===== src/sv/sah_split_plane_sweep_core_assert.svh =====
// Assertion macros for the split-plane sweep core.
`ifndef SAH_SPLIT_PLANE_SWEEP_CORE_ASSERT_SVH
`define SAH_SPLIT_PLANE_SWEEP_CORE_ASSERT_SVH
`ifndef SYNTHESIS
`define SAH_ASSERT(lbl, prop) \
  lbl: assert property (@(posedge clk) disable iff (!rst_n) prop) else $error("%m: check failed");
`define SAH_NEVER(lbl, cond) \
  lbl: assert property (@(posedge clk) disable iff (!rst_n) !(cond)) else $error("%m: forbidden");
`else
`define SAH_ASSERT(lbl, prop)
`define SAH_NEVER(lbl, cond)
`endif
`endif


===== src/sv/sah_pkg.sv =====
`timescale 1ns / 1ps
package sah_pkg;

  localparam int CNT_W  = 17;
  localparam int POS_W  = 32;
  localparam int AX_W   = 2;
  localparam int KIND_W = 2;
  localparam int DIV_W  = 48;
  localparam int Q_W    = 17;
  localparam int CFG_IDX_W = 3;
  localparam int Q_DEPTH = 4;
  localparam int Q_PTR_W = 2;

  localparam logic [CNT_W-1:0] MAX_TRI = 17'd65536;

  localparam logic [AX_W-1:0] AX_X    = 2'd0;
  localparam logic [AX_W-1:0] AX_Y    = 2'd1;
  localparam logic [AX_W-1:0] AX_Z    = 2'd2;
  localparam logic [AX_W-1:0] AX_NULL = 2'd3;

  localparam logic [KIND_W-1:0] KIND_END    = 2'd0;
  localparam logic [KIND_W-1:0] KIND_PLANAR = 2'd1;
  localparam logic [KIND_W-1:0] KIND_START  = 2'd2;
  localparam logic [KIND_W-1:0] KIND_NULL   = 2'd3;

  localparam logic [CFG_IDX_W-1:0] CFG_MIN_X     = 3'd0;
  localparam logic [CFG_IDX_W-1:0] CFG_MIN_Y     = 3'd1;
  localparam logic [CFG_IDX_W-1:0] CFG_MIN_Z     = 3'd2;
  localparam logic [CFG_IDX_W-1:0] CFG_MAX_X     = 3'd3;
  localparam logic [CFG_IDX_W-1:0] CFG_MAX_Y     = 3'd4;
  localparam logic [CFG_IDX_W-1:0] CFG_MAX_Z     = 3'd5;
  localparam logic [CFG_IDX_W-1:0] CFG_VALID_TRI = 3'd6;

  localparam logic [16:0] ONE_Q16        = 17'd65536;
  localparam logic [16:0] ISECT_Q16      = 17'd91750;
  localparam logic [15:0] BIAS_BASE_Q16  = 16'd52429;
  localparam logic [13:0] BIAS_SLOPE_Q16 = 14'd13107;
  localparam logic [31:0] COST_MAX       = 32'hFFFF_FFFF;
  localparam logic [31:0] POS_MAX        = 32'h7FFF_FFFF;

  typedef struct packed {
    logic              close;
    logic              emit;
    logic [AX_W-1:0]   ax;
    logic [POS_W-1:0]  pos;
    logic [CNT_W-1:0]  nl;
    logic [CNT_W-1:0]  np;
    logic [CNT_W-1:0]  nr;
  } q_entry_t;

  typedef enum logic [4:0] {
    BK_IDLE, BK_EXT, BK_LEN, BK_M1, BK_M2, BK_M3, BK_M4, BK_AREA, BK_NORM,
    BK_DIV_GO, BK_DIV_WAIT, BK_BIAS, BK_W1, BK_W2, BK_W3, BK_C, BK_CB,
    BK_PICK, BK_KEEP, BK_THR, BK_EMIT
  } back_state_t;

  function automatic logic [CNT_W-1:0] sat_add(input logic [CNT_W-1:0] a,
                                               input logic [CNT_W-1:0] b);
    logic [CNT_W:0] s;
    s = {1'b0, a} + {1'b0, b};
    return (s > {1'b0, MAX_TRI}) ? MAX_TRI : s[CNT_W-1:0];
  endfunction

  function automatic logic [CNT_W-1:0] load_count(input logic [CNT_W-1:0] vt);
    return (vt > MAX_TRI) ? MAX_TRI : vt;
  endfunction

endpackage


===== src/sv/sah_fifo.sv =====
`timescale 1ns / 1ps
module sah_fifo import sah_pkg::*; (
  input  logic     clk,
  input  logic     rst_n,
  input  logic     push,
  input  q_entry_t wr_data,
  input  logic     pop,
  output q_entry_t rd_data,
  output logic     full,
  output logic     empty
);

  q_entry_t           mem_r [Q_DEPTH];
  logic [Q_PTR_W-1:0] wptr_r, rptr_r;
  logic [Q_PTR_W:0]   cnt_r;

  always_ff @(posedge clk) begin
    if (!rst_n) begin
      wptr_r <= '0;
      rptr_r <= '0;
      cnt_r  <= '0;
    end else begin
      if (push) wptr_r <= wptr_r + 1'b1;
      if (pop)  rptr_r <= rptr_r + 1'b1;
      case ({push, pop})
        2'b10:   cnt_r <= cnt_r + 1'b1;
        2'b01:   cnt_r <= cnt_r - 1'b1;
        default: cnt_r <= cnt_r;
      endcase
    end
  end

  always_ff @(posedge clk) begin
    if (push) mem_r[wptr_r] <= wr_data;
  end

  assign rd_data = mem_r[rptr_r];
  assign full    = cnt_r == (Q_PTR_W+1)'(Q_DEPTH);
  assign empty   = cnt_r == '0;

endmodule


===== config.mk =====
export PLATFORM = sky130hd
export DESIGN_NAME = sah_fifo
export DESIGN_NICKNAME = d
export VERILOG_FILES = /design/src/sv/sah_split_plane_sweep_core_assert.svh /design/src/sv/sah_pkg.sv /design/src/sv/sah_fifo.sv
export SDC_FILE = /design/constraint.sdc
export NUM_CORES = 1
export LEC_CHECK = 0
export ABC_AREA = 1
export ABC_CLOCK_PERIOD_IN_PS = 2530
export BUFFER_PORTS_ARGS = -buffer_cell sky130_fd_sc_hd__buf_2
export CORE_UTILIZATION = 45
export CTS_BUF_LIST = sky130_fd_sc_hd__clkbuf_8
export DETAILED_ROUTE_END_ITERATION = 10
export PLACE_DENSITY = 0.67
export SLEW_MARGIN = 25
export SYNTH_ARGS = -nofsm -noshare
export SYNTH_HDL_FRONTEND = slang
export SYNTH_SLANG_ARGS = --single-unit

===== constraint.sdc =====
create_clock -name clk -period 2.53 [get_ports clk]
set_input_delay 0 -clock clk [delete_from_list [all_inputs] [get_ports clk]]
set_output_delay 0 -clock clk [all_outputs]
set_load 0.005 [all_outputs]

* After elaboration in Yosys (flattened, before gate mapping)
Memory sizes are Yosys's and may differ from the RTL's. A register that Yosys moved wholly into a read port is not among the register bits.
Index checks and enable logic that the tools add are counted.
** Operators by class
- Add/sub/neg operators :: 4
- Mux-type cells :: 5
- Reduce and logical (&&, ||, !) cells :: 2
- Equal/unequal tests :: 3
** Operators with widths (count)
- $pmux W3 S2 :: 1
- $add A2 B1 Y2 const B :: 2
- $mux W2 :: 2
- $add A3 B1 Y3 const B :: 1
- $eq A3 B3 Y1 const B :: 1
- $logic_not A3 Y1 :: 1
- $sub A3 B1 Y3 const B :: 1
- $eq A2 B1 Y1 const B :: 1
- $eq A2 B2 Y1 const B :: 1
- $mux W1 :: 2
- $reduce_bool A2 Y1 :: 1
** Word-level totals
- RAM bits :: 348
- Memories kept :: 1
- Word-level logic and storage cells :: 18
- Output and inout port bits :: 89
- Input bits :: 91
- Register bits after elaboration :: 7
** Memories
- mem_r :: depth 4, width 87, rd ports 1, clocked after memory_dff 1, wr ports 1, line sah_fifo.sv:13 : q_entry_t mem_r [Q_DEPTH];

* Depth between registers and ports, before layout
- Depth in word-level cells :: 3
- Mapped depth :: 10
- Gate-level depth less buffers :: 10

* Worst setup path before layout
No wires, ideal clock.
- Path kind :: register -> register
- Start :: register wptr_r[0]
- End :: memory mem_r[2][0] (netlist bit) (enable)
- Data arrival time :: 2.271 ns
- Library setup time :: 0.441 ns
- Slack :: -0.182 ns
- Cell stages (with the launch flop) :: 5
- Data required time :: 2.089 ns
- Clock period less this slack :: 2.712 ns
- Path buffers :: 0
- Cells stage by stage :: dfxtp_1 > inv_1 > ha_1 > nand2_1 > inv_1
** RTL lines
- start, declared :: line sah_fifo.sv:14 : logic [Q_PTR_W-1:0] wptr_r, rptr_r;
- start signal, assigned :: line sah_fifo.sv:23 : if (push) wptr_r <= wptr_r + 1'b1;
- end, declared :: line sah_fifo.sv:13
Straight into the memory's write port.

==> impl_metrics.env <==
export IMPL_nNetsFinal=1283
export IMPL_start_util=0.461
export IMPL_place_port_buffers=179
export IMPL_worst_slack_ns=0.285
export IMPL_clock_path_buffers=3
export IMPL_synth_seq_area_share=0.796
export IMPL_final_setup_tns_ns=0
export IMPL_layout_common_cells="edfxtp_1, buf_2, nor2_1"
export IMPL_finalClockSkew_ns=0.00954
export IMPL_hp_class="in2reg"
export IMPL_die_w_um=174
export IMPL_coreArea_um2=28900
export IMPL_cts_root_buffer="clkbuf_8"
export IMPL_drc=0
export IMPL_slowest_delay_ns=0.48
export IMPL_drtPass1Iterations=4
export IMPL_crit_path_top_delay_cell="buf_12"
export IMPL_antenna_found_initial=1
export IMPL_gp_congestion=0.716
export IMPL_synth_area_per_cell_um2=14.9
export IMPL_cts_tree="done"
export IMPL_synth_area_leaders="edfxtp_1, nor2_1, o22ai_1, o21ai_0, o21ai_1"
export IMPL_grt_pass1_vias=8612
export IMPL_area_growth_syn_to_layout_pct=23.7
export IMPL_syn_inst=898
export IMPL_via_per_inst=5.20
export IMPL_clkSlewWorstSetupHoldPaths_ns=0.06
export IMPL_hp_start="wr_data[27]"
export IMPL_grt_overflow_total=0
export IMPL_cts_made_buffers=54
export IMPL_crit_chain="buf_12, o21ai_0, o22ai_1, buf_2"
export IMPL_synth_top_cell_by_area="edfxtp_1"
export IMPL_dp_hpwl_um=16200
export IMPL_ys_ff_latch=357
export IMPL_nFillCells=2254
export IMPL_crit_end="rd_data[9]"
export IMPL_r2r_start="wptr_r[0]$_SDFFE_PN0P_"
export IMPL_path_class="reg2out"
export IMPL_whs_ns=0.180
export IMPL_finalCritPeriodShare=0.887
export IMPL_htree_levels=2
export IMPL_finalCriticalPeriod_ns=2.24
export IMPL_ant_nets=0
export IMPL_cp_start_kind="register"
export IMPL_worst_r2r_setup_slack_ns=0.76
export IMPL_crit_path_end_kind="output pin"
export IMPL_power_mw=12.3
export IMPL_power_density_nw_per_um2=744
export IMPL_vias=8393
export IMPL_wire_per_inst_um=18.4
export IMPL_grt_pass1_wl_um=46000
export IMPL_critPathRequiredTime_ns=2.53
export IMPL_status="completed"
export IMPL_cpLargestDelayFamily="buffers and inverters"
export IMPL_peakVddDrop_v=0.000558
export IMPL_tightestPinTransition_ns=0.794
export IMPL_report_final_slew_viol_count=0
export IMPL_path_max_fanout=174
export IMPL_p_leak_nw=5.87
export IMPL_synth_warnings=0
export IMPL_grt_max_degree=175
export IMPL_hold_viol=0
export IMPL_synth_area_um2=13300
export IMPL_synth_cell_type_count=21
export IMPL_core_rowCount=62
export IMPL_drtIter0Drc=552
export IMPL_maxSlewHeadroom=0.471
export IMPL_cap_violations=0
export IMPL_drive_gt1_frac=0.221
export IMPL_synth_nets=995
export IMPL_setup_violations=0
export IMPL_r2r_cells=5
export IMPL_crit_buf_inv=2
export IMPL_final_common_cell="edfxtp_1"
export IMPL_worstSkewPairLatency_ns=0.57
export IMPL_cts_resized=0
export IMPL_worstReg2RegEnd="mem_r[0][53]$_DFFE_PP_"
export IMPL_arrival_ns=2.24
export IMPL_hold_path_depth=2
export IMPL_cts_sinks=357
export IMPL_totalWireLength_um=29600
export IMPL_die_h_um=174
export IMPL_io_pins=180
export IMPL_crit_cells=4
export IMPL_gr_usage_all_layers=0.195
export IMPL_rsz0062_at_grt="no"
export IMPL_die_area_um2=30400
export IMPL_fmax_ghz=0.446
export IMPL_dp_slack_ns=0.771
export IMPL_synth_top_area_frac=0.783
[routing by layer]
metal	track usage	wire length [um]
met5	0	0
met4	0.0461	365
met3	0.0389	1980
met2	0.330	14700
met1	0.259	12600
[cells by family after synthesis]
family                     share of synthesized area
DFF                                            0.796
buffers and inverters                         0.0334
and+or+nand+nor                               0.0539
AOI/OAI and AO/OA                              0.110
adders and majority gates                    0.00619
[worst register-to-register path: stages, from the launching register on]
cell and delay [ns]:
dfxtp_1 0.33, inv_1 0.12, ha_1 0.16, nand2_1 0.08, clkinvlp_4 0.10, buf_4 0.57
[per-stage QoR]
step | area, um^2 | utilization | cells
floorplan | 13400 | - | 898
global placement | 14600 | 0.505 | 1423
detailed placement | 14600 | 0.505 | 1423
CTS | 16500 | 0.570 | 1612
global route | 16500 | 0.570 | 1613
finish | 16500 | 0.570 | 1613
[repair_timing]
action / in CTS / in global routing
setup buffers: 0 / 0
endpoints found under the hold margin: 357 / 0
hold buffers: 91 / 0
[layout make-up]
class,count,area [um^2],area share
Clock buffer,59,812,0.0492
Antenna cell,1,2.50,0.000152
Multi-Input combinational cell,468,2270,0.138
Inverter,17,83.8,0.00508
Tap cell,384,480,0.0291
Sequential cell,357,10600,0.644
Timing Repair Buffer,288,2050,0.124
Clock inverter,39,165,0.0100
[power breakdown]
| group | internal (mW) | switching, mW | leakage, nW | total, mW |
|---|---|---|---|---|
| registers | 6.76 | 0.0562 | 3.27 | 6.81 |
| logic | 0.483 | 0.751 | 2.03 | 1.23 |
| clock network | 2.14 | 2.09 | 0.566 | 4.23 |
| total | 9.38 | 2.90 | 5.87 | 12.3 |
[how the worst min path moves through the flow]
stage                                   endpoint  slack, ns
after floorplan            mem_r[0][0]$_DFFE_PP_        0.1
after global placement    mem_r[2][41]$_DFFE_PP_       0.21
after detailed placement  mem_r[0][86]$_DFFE_PP_       0.22
after CTS                 mem_r[3][24]$_DFFE_PP_       0.13
after global routing      mem_r[2][34]$_DFFE_PP_       0.16
final                     mem_r[1][27]$_DFFE_PP_       0.18
[synthesized netlist by cell type]
| master | number |
|---|---|
| edfxtp_1 | 348 |
| nor2_1 | 177 |
| o21ai_0 | 98 |
| o22ai_1 | 87 |
| o21ai_1 | 82 |
| inv_1 | 15 |
| buf_4 | 14 |
| clkbuf_1 | 14 |
| buf_6 | 13 |
| buf_2 | 9 |
| dfxtp_1 | 9 |
| nand2_1 | 9 |
| clkbuf_2 | 6 |
| a21oi_1 | 5 |
| ha_1 | 5 |
| nor3_1 | 2 |
| fa_1 | 1 |
| inv_2 | 1 |
| inv_4 | 1 |
| nand3_1 | 1 |
| nand4_1 | 1 |
[flip-flops by register name (all words and copies together), names as in the netlist, named ones only]
register  flops
cnt_r         3
wptr_r        2
mem_r       348
rptr_r        2
Power figures use the tool's default switching activity.
