<file path="src/sv/sah_split_plane_sweep_core_assert.svh">
// Assertion macros for the split-plane sweep core.
`ifndef SAH_SPLIT_PLANE_SWEEP_CORE_ASSERT_SVH
`define SAH_SPLIT_PLANE_SWEEP_CORE_ASSERT_SVH
`ifndef SYNTHESIS
`define SAH_ASSERT(lbl, prop) \
  lbl: assert property (@(posedge clk) disable iff (!rst_n) prop) else $error("%m: check failed");
`define SAH_NEVER(lbl, cond) \
  lbl: assert property (@(posedge clk) disable iff (!rst_n) !(cond)) else $error("%m: forbidden");
`else
`define SAH_ASSERT(lbl, prop)
`define SAH_NEVER(lbl, cond)
`endif
`endif

</file>
<file path="src/sv/sah_pkg.sv">
`timescale 1ns / 1ps
package sah_pkg;

  localparam int CNT_W  = 17;
  localparam int POS_W  = 32;
  localparam int AX_W   = 2;
  localparam int KIND_W = 2;
  localparam int DIV_W  = 48;
  localparam int Q_W    = 17;
  localparam int CFG_IDX_W = 3;
  localparam int Q_DEPTH = 4;
  localparam int Q_PTR_W = 2;

  localparam logic [CNT_W-1:0] MAX_TRI = 17'd65536;

  localparam logic [AX_W-1:0] AX_X    = 2'd0;
  localparam logic [AX_W-1:0] AX_Y    = 2'd1;
  localparam logic [AX_W-1:0] AX_Z    = 2'd2;
  localparam logic [AX_W-1:0] AX_NULL = 2'd3;

  localparam logic [KIND_W-1:0] KIND_END    = 2'd0;
  localparam logic [KIND_W-1:0] KIND_PLANAR = 2'd1;
  localparam logic [KIND_W-1:0] KIND_START  = 2'd2;
  localparam logic [KIND_W-1:0] KIND_NULL   = 2'd3;

  localparam logic [CFG_IDX_W-1:0] CFG_MIN_X     = 3'd0;
  localparam logic [CFG_IDX_W-1:0] CFG_MIN_Y     = 3'd1;
  localparam logic [CFG_IDX_W-1:0] CFG_MIN_Z     = 3'd2;
  localparam logic [CFG_IDX_W-1:0] CFG_MAX_X     = 3'd3;
  localparam logic [CFG_IDX_W-1:0] CFG_MAX_Y     = 3'd4;
  localparam logic [CFG_IDX_W-1:0] CFG_MAX_Z     = 3'd5;
  localparam logic [CFG_IDX_W-1:0] CFG_VALID_TRI = 3'd6;

  localparam logic [16:0] ONE_Q16        = 17'd65536;
  localparam logic [16:0] ISECT_Q16      = 17'd91750;
  localparam logic [15:0] BIAS_BASE_Q16  = 16'd52429;
  localparam logic [13:0] BIAS_SLOPE_Q16 = 14'd13107;
  localparam logic [31:0] COST_MAX       = 32'hFFFF_FFFF;
  localparam logic [31:0] POS_MAX        = 32'h7FFF_FFFF;

  typedef struct packed {
    logic              close;
    logic              emit;
    logic [AX_W-1:0]   ax;
    logic [POS_W-1:0]  pos;
    logic [CNT_W-1:0]  nl;
    logic [CNT_W-1:0]  np;
    logic [CNT_W-1:0]  nr;
  } q_entry_t;

  typedef enum logic [4:0] {
    BK_IDLE, BK_EXT, BK_LEN, BK_M1, BK_M2, BK_M3, BK_M4, BK_AREA, BK_NORM,
    BK_DIV_GO, BK_DIV_WAIT, BK_BIAS, BK_W1, BK_W2, BK_W3, BK_C, BK_CB,
    BK_PICK, BK_KEEP, BK_THR, BK_EMIT
  } back_state_t;

  function automatic logic [CNT_W-1:0] sat_add(input logic [CNT_W-1:0] a,
                                               input logic [CNT_W-1:0] b);
    logic [CNT_W:0] s;
    s = {1'b0, a} + {1'b0, b};
    return (s > {1'b0, MAX_TRI}) ? MAX_TRI : s[CNT_W-1:0];
  endfunction

  function automatic logic [CNT_W-1:0] load_count(input logic [CNT_W-1:0] vt);
    return (vt > MAX_TRI) ? MAX_TRI : vt;
  endfunction

endpackage

</file>
<file path="src/sv/sah_front.sv">
`timescale 1ns / 1ps
module sah_front import sah_pkg::*; (
  input  logic              clk,
  input  logic              rst_n,
  input  logic              in_valid,
  output logic              in_ready,
  input  logic [AX_W-1:0]   ev_ax,
  input  logic [POS_W-1:0]  ev_pos,
  input  logic [KIND_W-1:0] ev_kind,
  input  logic              ev_last,
  input  logic [CNT_W-1:0]  lc,
  input  logic              q_full,
  output logic              q_push,
  output q_entry_t          q_data
);

  logic [AX_W-1:0]  cur_r, cur_nxt;
  logic [POS_W-1:0] gpos_r, gpos_nxt;
  logic             open_r, open_nxt, flush_r, flush_nxt;
  logic [CNT_W-1:0] ge_r, gp_r, gs_r, cl_r, cr_r;
  logic [CNT_W-1:0] ge_nxt, gp_nxt, gs_nxt, cl_nxt, cr_nxt;

  logic [CNT_W-1:0] sub, nr_c, cl_after;
  logic             fire, ev_ok, new_axis, new_group, close_a;

  always_comb begin
    sub      = sat_add(gp_r, ge_r);
    nr_c     = (cr_r > sub) ? cr_r - sub : '0;
    cl_after = sat_add(cl_r, sat_add(gs_r, gp_r));
    in_ready = !flush_r && !q_full;
    fire     = in_valid && in_ready;
    ev_ok    = (ev_ax != AX_NULL) && (ev_kind != KIND_NULL);
    new_axis  = !open_r || (ev_ax != cur_r);
    new_group = new_axis || (ev_pos != gpos_r);
    close_a   = fire && ev_ok && open_r && new_group;
    q_push    = close_a || (flush_r && !q_full);
    q_data    = '{close: flush_r ? open_r : 1'b1, emit: flush_r, ax: cur_r,
                  pos: gpos_r, nl: cl_r, np: gp_r, nr: nr_c};
  end

  always_comb begin
    cur_nxt   = cur_r;
    gpos_nxt  = gpos_r;
    open_nxt  = open_r;
    ge_nxt    = ge_r;
    gp_nxt    = gp_r;
    gs_nxt    = gs_r;
    cl_nxt    = cl_r;
    cr_nxt    = cr_r;
    flush_nxt = flush_r;
    if (flush_r) begin
      if (!q_full) begin
        cur_nxt   = AX_X;
        gpos_nxt  = '0;
        open_nxt  = 1'b0;
        ge_nxt    = '0;
        gp_nxt    = '0;
        gs_nxt    = '0;
        cl_nxt    = '0;
        cr_nxt    = lc;
        flush_nxt = 1'b0;
      end
    end else if (fire) begin
      if (ev_ok) begin
        if (close_a) begin
          cl_nxt = cl_after;
          cr_nxt = nr_c;
        end
        if (new_axis) begin
          cl_nxt  = '0;
          cr_nxt  = lc;
          cur_nxt = ev_ax;
        end
        if (new_group) begin
          gpos_nxt = ev_pos;
          ge_nxt   = '0;
          gp_nxt   = '0;
          gs_nxt   = '0;
          open_nxt = 1'b1;
        end
        case (ev_kind)
          KIND_END:    ge_nxt = sat_add(ge_nxt, CNT_W'(1));
          KIND_PLANAR: gp_nxt = sat_add(gp_nxt, CNT_W'(1));
          default:     gs_nxt = sat_add(gs_nxt, CNT_W'(1));
        endcase
      end
      if (ev_last) flush_nxt = 1'b1;
    end
  end

  always_ff @(posedge clk) begin
    if (!rst_n) begin
      cur_r   <= AX_X;
      gpos_r  <= '0;
      open_r  <= 1'b0;
      ge_r    <= '0;
      gp_r    <= '0;
      gs_r    <= '0;
      cl_r    <= '0;
      cr_r    <= '0;
      flush_r <= 1'b0;
    end else begin
      cur_r   <= cur_nxt;
      gpos_r  <= gpos_nxt;
      open_r  <= open_nxt;
      ge_r    <= ge_nxt;
      gp_r    <= gp_nxt;
      gs_r    <= gs_nxt;
      cl_r    <= cl_nxt;
      cr_r    <= cr_nxt;
      flush_r <= flush_nxt;
    end
  end

endmodule

</file>
<file path="config.mk">
export PLATFORM = sky130hd
export DESIGN_NAME = sah_front
export DESIGN_NICKNAME = d
export VERILOG_FILES = /design/src/sv/sah_split_plane_sweep_core_assert.svh /design/src/sv/sah_pkg.sv /design/src/sv/sah_front.sv
export SDC_FILE = /design/constraint.sdc
export NUM_CORES = 1
export LEC_CHECK = 0
export BUFFER_PORTS_ARGS = -buffer_cell sky130_fd_sc_hd__buf_2
export CORE_ASPECT_RATIO = 0.5
export CORE_MARGIN = 2
export CORE_UTILIZATION = 45
export DETAILED_ROUTE_END_ITERATION = 10
export PLACE_DENSITY_LB_ADDON = 0.15
export SLEW_MARGIN = 40
export SYNTH_ARGS = -nofsm -noshare
export SYNTH_HDL_FRONTEND = slang
export SYNTH_SLANG_ARGS = --single-unit
</file>
<file path="constraint.sdc">
create_clock -name clk -period 9.4 [get_ports clk]
set_input_delay 0.94 -clock clk [delete_from_list [all_inputs] [get_ports clk]]
set_output_delay 0.94 -clock clk [all_outputs]
set_load 0.005 [all_outputs]
</file>
==> Word level (Yosys, flattened, before mapping) <==
Cells that the tools add are included.
{ "word_totals": {"out_inout_bits": 89, "wordCells": 116, "inputBits": 58, "ff_bits": 121} }
{ "classes": {"addsub": 7, "eq_ne": 6, "n_reduce_logical": 24, "muxes": 63, "order_cmp": 7} }
{ "ops": {"columns": ["cell", "count"], "rows": [
  ["$mux 17", 43],
  ["$mux 32", 5],
  ["$gt 18x17->1 const B", 6],
  ["$add 17x1->18 const B", 3],
  ["$add 17x17->18", 3],
  ["$ne 32x32->1", 1],
  ["$gt 17x17->1", 1],
  ["$sub 17x17->17", 1],
  ["$reduce_and 4->1", 3],
  ["$mux 1", 10],
  ["$mux 2", 5],
  ["$reduce_bool 2->1", 4],
  ["$logic_and 1x1->1", 7],
  ["$ne 2x2->1 const B", 3],
  ["$logic_not 1->1", 3],
  ["$logic_or 1x1->1", 3],
  ["$reduce_and 3->1", 1],
  ["$reduce_bool 3->1", 1],
  ["$eq 2x1->1 const B", 1],
  ["$logic_not 2->1", 1],
  ["$ne 2x2->1", 1],
  ["$reduce_or 2->1", 1]
]} }

==> Longest topological paths before layout <==
Gate-level depths: netlist of the first run.
{ "logic_depth": {"word_depth": 14, "depth_mapped": 27, "depth_no_buf": 25} }

==> Least setup slack after synthesis of the first run <==
Ideal clock, no wire load.
{ "synth_path": {"path_type": "flip-flop to output port", "startpoint": "reg gp_r[1]", "endpoint": "out q_data[10] (netlist name)", "path_slack_ns": 3.870, "arrival_ns": 4.590, "path_buffers": 2, "required_time_ns": 8.460, "path_stages_with_launch": 23, "cell_sequence": "dfxtp_1 > ha_1 > a21o_1 > a21oi_1 > o21a_1 > o21bai_1 > a21oi_1 > o21ba_2 > o21ai_0 > nor4b_1 > mux2_2 > buf_1 > nand2_1 > ha_1 > o21a_1 > o21ai_0 > a21oi_1 > o2111ai_1 > nand2_1 > a2111oi_1 > nor2_1 > clkbuf_1 > and2_1"} }
{ "synth_rtl": {"columns": ["item", "line", "source"], "rows": [
  ["start: declaration", "sah_front.sv:20", "logic [CNT_W-1:0] ge_r, gp_r, gs_r, cl_r, cr_r;"],
  ["start signal: assignment", "sah_front.sv:107", "gp_r <= gp_nxt;"],
  ["end: declaration", "sah_front.sv:14", "output q_entry_t q_data"]
]} }

==> results of run 1 <==
==> routing by layer <==
layer,global-route usage [%],part of all wire [%],vias to the layer above
met5,0,0,-
met4,11.78,2.4,0
met3,5.510,8.0,54
met2,43.81,43,458
met1,41.26,47,5281
li1,-,-,5308
==> cells in the mapped netlist (all sizes together) (8+ instances only) <==
master	n
nand2b	28
and2	24
nor3	29
clkbuf	49
a21oi	120
a31oi	9
nand4	33
nor2b	18
o21a	11
a211o	8
o31ai	22
nand2	144
or2	11
ha	74
buf	12
dfxtp	121
nor2	101
or3	17
o21ai	129
nor4	20
and3	18
a21o	19
inv	40
xor2	30
and4	9
xnor2	62
a221oi	15
nand3	82
==> worst min-delay path: cells and delay by family, from the launching register on <==
kind,cells,cell delay (ns)
AO/OA/AOI/OAI,1,0.05
flip-flops,1,0.32
AND/OR/NAND/NOR,1,0.06
==> power groups by stage <==
stage | sequential (W) | combinational [W] | clock (W)
floorplan | 0.000547 | 0.000181 | 0
global placement | 0.000551 | 0.000274 | 0
detailed placement | 0.000551 | 0.000276 | 0
CTS | 0.000540 | 0.000279 | 0.000670
global route | 0.000542 | 0.000314 | 0.000694
finish | 0.000540 | 0.000282 | 0.000666
==> final timing paths <==
path,startpoint,end,slack (ns),cells after the start
max,gp_r[0],q_data[16],2.55,25
min,cl_r[16],cl_r[16],0.48,2
max reg2reg,gp_r[4],cl_r[9],3.17,23
min reg2reg,cl_r[16],cl_r[16],0.48,2
==> per-stage QoR <==
step / instance area (µm²) / setup slack (ns) / power, W / hold WS [ns] / cells
6_report: 11740 / 2.553 / 0.001488 / 0.4818 / 1801
4_1_cts: 11730 / 2.551 / 0.001489 / 0.4861 / 1800
3_3_place_gp: 11150 / 3.251 / 0.0008249 / 0.4709 / 1769
3_5_place_dp: 11160 / 3.043 / 0.0008276 / 0.4783 / 1769
5_1_grt: 11740 / 2.060 / 0.001551 / 0.5094 / 1801
2_1_floorplan: 10210 / 3.870 / 0.0007287 / 0.4581 / 1373
==> sequential cells by signal, indices dropped and copies added (netlist names) <==
signal,cells
cl_r,17
cr_r,17
cur_r,2
flush_r,1
ge_r,17
gp_r,17
gpos_r,32
gs_r,17
open_r,1
==> logic make-up (layout without fill, tap and decap cells) <==
group / after synthesis / after routing / share of synthesized area [%]
compound gates: 415 / 415 / 25.64
xor+xnor: 92 / 92 / 7.894
fa+ha+maj: 78 / 78 / 9.855
buf+inv: 103 / 231 / 3.947
flops: 121 / 121 / 23.73
simple gates: 557 / 557 / 28.17
mux: 7 / 7 / 0.7599
==> cell type report <==
| type | instances | area share (%) |
|---|---|---|
| clock buffers | 22 | 4.039 |
| clock inverters | 9 | 0.8313 |
| inverters | 42 | 1.343 |
| multi-input cells | 1149 | 62.99 |
| flip-flops and latches | 121 | 20.63 |
| well taps | 300 | 3.197 |
| repair buffers | 158 | 6.970 |
==> metrics, run 1 <==
layout cells sized above 1 14.59%; commonest cells after routing, fill and taps aside 147 x buf_2, 143 x nand2_1, 121 x dfxtp_1, 120 x a21oi_1, 98 x nor2_1; die height 110.5 µm; CTS tree built; CP max-delay cell a221oi_1; Critical Path Source Type flip-flop; initial core utilization 46.47%; number of CTS-inserted buffers 17; max frequency 146.0 MHz; DRC violations left 0; Clock Sinks 121; Yosys cell types 83; Final period util 72.84%; vias 11.10k; first-pass GRT wire length 56270 µm; Critical Path RT 8.46 ns; filler cell count 2151; Syn-to-layout area delta 15.02%; die area 0.02398 mm²; worst min path class reg2reg; biggest area consumer among synthesized cells dfxtp_1; Setup-failing EPs final 0; CTS resizes 0; critical path endpoint category output pin; Core ar. 0.02197 mm²; number of global-route vias before repair 10.47k; peak supply drop 0.1114 mV; Syn Area/Cell 7.434 µm²; setup TNS 0 ns; Post-synth EDFFs 0; Slew Limit Fails 0; row count 38; P_sw 0.0004401 W; RD Place Congestion 0.9736; Via-to-Cell Ratio 6.164; Yosys reg bits 121; drt pass-1 iters 6; leak pwr 4.867 nW; sequential cell area 0.002422 mm²; Power Internal 0.001048 W; CTS Hold Bufs 0; most common cell after layout, fill and taps aside buf_2; initial antenna violation count 0; power share of the clock group 44.8%; GRT Overall Usage 29.32%; setup repair bufs after CTS 0; Fin. Hold Viols 0; Port Buf Inserts 146; CP arrival 5.91 ns; die width 217.0 µm; count of yosys warnings during synthesis 0; most used cell, CP o21ai_0; GR Overflow Total 0; status finished, final reports clean; CP Buf/Inv Count 2; Top delay family on crit path compound AO/OA/AOI/OAI gates; Least-Margin Pin Slew 0.7864 ns; Bufs on Longest Clock Path 2; WL/cell 19.52 µm; largest net degree at the start of global routing 54; Power Dens Cells 126.8 mW/mm²; Net Sw Frac 29.57%; Async S/R FF share, synth 0%; number of diodes 0; Iteration-0 DRC Markers 971; Seq pwr share 36.3%; Fin Clk Skew 0.01125 ns; ranking of synthesized cells by area dfxtp_1 24%, ha_1 9.1%, a21oi_1 5.9%; area share of the largest cell type after synthesis 23.73%; syn_nets 1509; Worst path max stage delay 0.63 ns; Nets 1625; H-tree depth 4; Netlist Area Pre-Place 0.01021 mm²; Clk Latency, worst-skew pair 0.45 ns; post-synthesis sequential area ratio 23.73%; utilization after layout 53.45%; RSZ-0062 raised after global routing false; Setup Crit Path Kind reg2out; Top FF cell, synth dfxtp_1; Rel. slew slack 47.38%; CP Max Fanout 18; ANT nets after route 0; clock root buffer clkbuf_16; Multi-input gate area 0.007395 mm²; Syn Inst Count 1373; register clock-pin slew on the reported worst setup and hold paths 0.06 ns; DP Wirelength 25880 µm; min Tclk post-route 6.847 ns; Routed WL 35150 µm; max-cap viol count 0; Gate power share 18.9%; I/O pin count 147
No activity file was read; power rests on OpenSTA's default activity.
==> inputs of run 2 (changes only) <==
--- a/config.mk
+++ b/config.mk
@@ -5,6 +5,7 @@
 export SDC_FILE = /design/constraint.sdc
 export NUM_CORES = 1
 export LEC_CHECK = 0
+export ABC_AREA = 1
 export BUFFER_PORTS_ARGS = -buffer_cell sky130_fd_sc_hd__buf_2
 export CORE_ASPECT_RATIO = 0.5
 export CORE_MARGIN = 2
==> constraint.sdc (replaced) <==
create_clock -name clk -period 7 [get_ports clk]
set_input_delay 0.7 -clock clk [delete_from_list [all_inputs] [get_ports clk]]
set_output_delay 0.7 -clock clk [all_outputs]
set_load 0.005 [all_outputs]
==> metrics, run 2 <==
I/O pin count 147; Least-Margin Pin Slew 0.8266 ns; WL/cell 15.60 µm; status finished, final reports clean; syn_nets 2320; number of global-route vias before repair 12.82k; register clock-pin slew on the reported worst setup and hold paths 0.06 ns; Cell Count, Final, Fillers Out 2688; Async S/R FF share, synth 0%; first-pass GRT wire length 66430 µm; Port Buf Inserts 146; CP Launch Point ge_r[0]; RSZ-0062 raised after global routing false; max frequency 157.6 MHz; CTS Hold Bufs 0; Syn-to-layout area delta 13.24%; worst reg2reg path startpoint gp_r[2]; critical path endpoint category output pin; drt pass-1 iters 5; largest net degree at the start of global routing 78; Yosys cell types 51; worst-case reg-to-reg path depth 37; peak supply drop 0.1757 mV; Setup-failing EPs final 0; max FFs per register 32; min Tclk post-route 6.343 ns; ANT nets after route 0; power share of the clock group 43.4%; max-cap viol count 0; Seq pwr share 34.2%; Setup Crit Path Kind reg2out; placed insts 2657; Power Internal 0.001466 W; post-synthesis sequential area ratio 19.14%; CTS tree built; clock root buffer clkbuf_16; Top FF cell, synth dfxtp_1; leak pwr 6.427 nW; Iteration-0 DRC Markers 1136; GR Overflow Total 0; GRT Overall Usage 28.55%; CP Max Fanout 15; Multi-input gate area 0.008945 mm²; Syn Inst Count 2184; number of CTS-inserted buffers 17; DP Wirelength 30620 µm; Nets 2430; Clock Sinks 121; Rel. slew slack 44.76%; Core ar. 0.02765 mm²; Bufs on Longest Clock Path 2; Syn Area/Cell 5.795 µm²; most numerous cell in the Yosys netlist nand2_1; biggest area consumer among synthesized cells nand2_1; setup repair bufs after CTS 0; Via-to-Cell Ratio 5.368; HP Start cl_r[6]; filler cell count 3040; die area 0.02957 mm²; Netlist Area Pre-Place 0.01266 mm²; Gate power share 22.3%; P_sw 0.0006920 W; die height 122.6 µm; Worst path max stage delay 0.43 ns; worst min path class reg2reg; Fin Clk Skew 0.01128 ns; RD Place Congestion 0.9203; Slew Limit Fails 0; CP max-delay cell dfxtp_1; Fin. Hold Viols 0; Yosys reg bits 121; sequential cell area 0.002424 mm²; layout cells sized above 1 11.10%; Clk Latency, worst-skew pair 0.46 ns; Critical Path RT 6.30 ns; initial antenna violation count 1; CTS resizes 1; ranking of synthesized cells by area nand2_1 19%, dfxtp_1 19%, a21oi_1 9.6%; most common cell after layout, fill and taps aside nand2_1; number of diodes 0; commonest cells after routing, fill and taps aside 645 x nand2_1, 248 x inv_1, 243 x nor2_1, 243 x a21oi_1, 155 x nand3_1; DRC violations left 0; vias 14.43k; count of yosys warnings during synthesis 0; row count 43; setup TNS 0 ns; area share of the largest cell type after synthesis 19.22%; Post-synth EDFFs 0; Power Dens Cells 150.6 mW/mm²; synth cell count leaders 648 x nand2_1, 248 x inv_1, 248 x nor2_1; initial core utilization 45.77%; Routed WL 41930 µm; die width 241.2 µm; Critical Path Source Type flip-flop; Hold WS 0.4847 ns; CP arrival 5.64 ns; hold depth 2; Final period util 90.62%; register bank with the most flops gpos_r; Net Sw Frac 32.07%; H-tree depth 4
-- run 2: cell count changes in the layout (fill, tap and decap cells not counted), moves of 31 or more --
cell,previous run,this run
a21oi_1,120,243
nand2_1,143,645
nand3_1,82,155
nor2_1,98,243
nand4_1,30,75
o21ai_0,94,63
inv_1,40,248
-- run 2: cell families after synthesis --
| kind of cell | share of synthesized area [%] |
|---|---|
| compound gates | 14.75 |
| xor+xnor | 6.297 |
| fa+ha+maj | 7.948 |
| buf+inv | 10.62 |
| flops | 19.14 |
| simple gates | 41.25 |
-- run 2: routing by layer --
layer	wire, µm	vias to the layer above	track usage [%]
met5	16	-	0
met1	19330	6532	38.53
li1	-	7340	-
met2	18330	467	45.20
met3	3153	87	5.983
met4	1093	2	10.11
-- run 2: power groups by stage --
| stage | clock network (W) | registers [W] | logic [W] |
|---|---|---|---|
| after floorplan | 0 | 0.000746 | 0.000312 |
| after global placement | 0 | 0.000753 | 0.000470 |
| after detailed placement | 0 | 0.000753 | 0.000471 |
| after CTS | 0.000952 | 0.000738 | 0.000474 |
| after global routing | 0.000987 | 0.000741 | 0.000539 |
| final | 0.000937 | 0.000739 | 0.000482 |
-- run 2: layout make-up --
class | instances | share of cell area [%]
Tap cell | 382 | 3.335
Timing Repair Buffer | 172 | 6.486
Multi-Input combinational cell | 1729 | 62.41
Sequential cell | 121 | 16.91
Clock inverter | 11 | 1.030
Inverter | 253 | 6.643
Clock buffer | 20 | 3.186
-- run 2: metrics by stage --
stage | area, µm² | total power, W | worst slack [ns] | util (%)
2_1_floorplan | 12660 | 0.001058 | 1.382 | -
3_3_place_gp | 13690 | 0.001222 | 0.5783 | 49.51
3_5_place_dp | 13700 | 0.001224 | 0.4161 | 49.55
4_1_cts | 14310 | 0.002164 | 0.06717 | 51.75
5_1_grt | 14330 | 0.002267 | 0.009174 | 51.83
6_report | 14330 | 0.002158 | 0.6567 | 51.83
-- run 2: final timing paths --
path / slack [ns] / to
worst min-delay path: 0.48 / cl_r[6]
worst max register to register: 1.16 / cl_r[8]
worst min register to register: 0.48 / cl_r[6]
worst max-delay path: 0.66 / q_data[8]
-- run 2: critical path: cells and delay by family, from the launching register on --
kind / cells / cell delay, ns
XOR/XNOR: 1 / 0.12
AO/OA/AOI/OAI: 10 / 1.86
flip-flops: 1 / 0.43
AND/OR/NAND/NOR: 12 / 1.47
buffers and inverters: 4 / 0.35
adder cells (fa/ha/maj): 3 / 0.93
==> inputs of run 3 (changes only) <==
--- a/config.mk
+++ b/config.mk
@@ -9,9 +9,10 @@
 export BUFFER_PORTS_ARGS = -buffer_cell sky130_fd_sc_hd__buf_2
 export CORE_ASPECT_RATIO = 0.5
 export CORE_MARGIN = 2
-export CORE_UTILIZATION = 45
+export CORE_UTILIZATION = 40
 export DETAILED_ROUTE_END_ITERATION = 10
 export PLACE_DENSITY_LB_ADDON = 0.15
+export RECOVER_POWER = 50
 export SLEW_MARGIN = 40
 export SYNTH_ARGS = -nofsm -noshare
 export SYNTH_HDL_FRONTEND = slang
==> metrics, run 3 (synthesized netlist as in run 2, its figures left out) <==
status finished with violations; failing checks max-capacitance violations, max-slew violations; WL/cell 15.81 µm; Routed WL 43190 µm; critical path endpoint category output pin; initial core utilization 41.17%; Iteration-0 DRC Markers 1130; Clk Latency, worst-skew pair 0.46 ns; Via-to-Cell Ratio 5.249; filler cell count 3403; CP max-delay cell dfxtp_1; first-pass GRT wire length 69010 µm; Setup Crit Path Kind reg2out; Fin Clk Skew 0.01667 ns; Final period util 92.26%; Bufs on Longest Clock Path 2; setup repair bufs after CTS 0; Final WS setup 0.5419 ns; number of diodes 0; ANT nets after route 0; cell area after layout 0.01429 mm²; register bank with the most flops gpos_r; worst-case reg-to-reg path depth 32; RD Place Congestion 0.9152; row count 45; utilization after layout 46.49%; register clock-pin slew on the reported worst setup and hold paths 0.06 ns; drt pass-1 iters 5; vias 14.34k; Slew Limit Fails 101; GRT Overall Usage 25.87%; worst min path class reg2reg; Power Dens Cells 150.5 mW/mm²; sequential cell area 0.002422 mm²; number of global-route vias before repair 13.15k; min Tclk post-route 6.458 ns; Setup-failing EPs final 0; placed cell area 0.01378 mm²; CP arrival 5.76 ns; leak pwr 6.246 nW; Syn-to-layout area delta 12.91%; peak supply drop 0.1856 mV; worst slack, placed 0.3971 ns; most common cell after layout, fill and taps aside nand2_1; max frequency 154.8 MHz; initial antenna violation count 1; Port Buf Inserts 146; DP Wirelength 31740 µm; Critical Path Source Type flip-flop; max FFs per register 32; Critical Path RT 6.30 ns; layout cells sized above 1 9.225%; Core ar. 0.03074 mm²; max-cap viol count 2; CTS tree built; number of CTS-inserted buffers 17; GR Overflow Total 0; Multi-input gate area 0.008920 mm²; commonest cells after routing, fill and taps aside 645 x nand2_1, 248 x inv_1, 247 x nor2_1, 243 x a21oi_1, 155 x nand3_1; Rel. slew slack -66.89%; Clock Sinks 121; hold depth 2; die area 0.03317 mm²; CP Max Fanout 15; total power 0.002152 W; H-tree depth 4; die width 255.6 µm; Nets 2432; Least-Margin Pin Slew 2.503 ns; I/O pin count 147; clock root buffer clkbuf_16; DRC violations left 0; die height 129.8 µm; Fin. Hold Viols 0; Worst path max stage delay 0.46 ns; largest net degree at the start of global routing 55
[run 3: metal layers]
metal / global-route usage [%] / wire length (µm) / vias to the layer above
met1: 35.17 / 20540 / 6496
met3: 5.497 / 2993 / 59
met4: 7.878 / 847 / 2
li1: - / - / 7357
met5: 0 / 11 / -
met2: 41.40 / 18790 / 425
[run 3: worst paths after layout]
| check | startpoint | to | slack [ns] |
|---|---|---|---|
| setup / recovery | gp_r[0] | q_data[8] | 0.54 |
| hold / removal | cl_r[3] | cl_r[3] | 0.49 |
| setup reg to reg | gp_r[2] | cl_r[9] | 0.63 |
| hold reg to reg | cl_r[3] | cl_r[3] | 0.49 |
[run 3: critical path: cells and delay by family, from the launching register on]
| kind | cells | cell delay, ns |
|---|---|---|
| compound gates | 9 | 1.62 |
| buf+inv | 5 | 0.44 |
| xor+xnor | 1 | 0.12 |
| fa+ha+maj | 3 | 0.94 |
| flops | 1 | 0.46 |
| simple gates | 12 | 1.74 |
[run 3: layout make-up]
class                   count  share of cell area, %
multi-input cells        1729                  62.41
well taps                 423                  3.703
clock inverters            15                  1.173
flip-flops and latches    121                  16.95
inverters                 253                  6.663
clock buffers              17                  2.977
repair buffers            174                  6.120
[run 3: stage by stage]
stage | setup TNS, ns | cells | hold slack [ns]
floorplan | 0 | 2184 | 0.4581
global placement | 0 | 2699 | 0.4766
detailed placement | 0 | 2700 | 0.4802
CTS | 0 | 2732 | 0.4885
global route | -0.01781 | 2732 | 0.5074
finish | 0 | 2732 | 0.4874
[run 3: what timing repair did]
item / in CTS / in global routing
pin swaps: 0 / 0
hold buffers: 0 / 0
endpoints found under the setup margin: 15 / 17
resized for setup: 1 / 6
gates cloned: 0 / 0
[run 3: power by group]
group | switching (W) | internal (W) | total, W
combinational | 0.000303 | 0.000177 | 0.000480
clock | 0.000402 | 0.000530 | 0.000932
sequential | 0.0000283 | 0.000712 | 0.000740
total | 0.000733 | 0.00142 | 0.00215
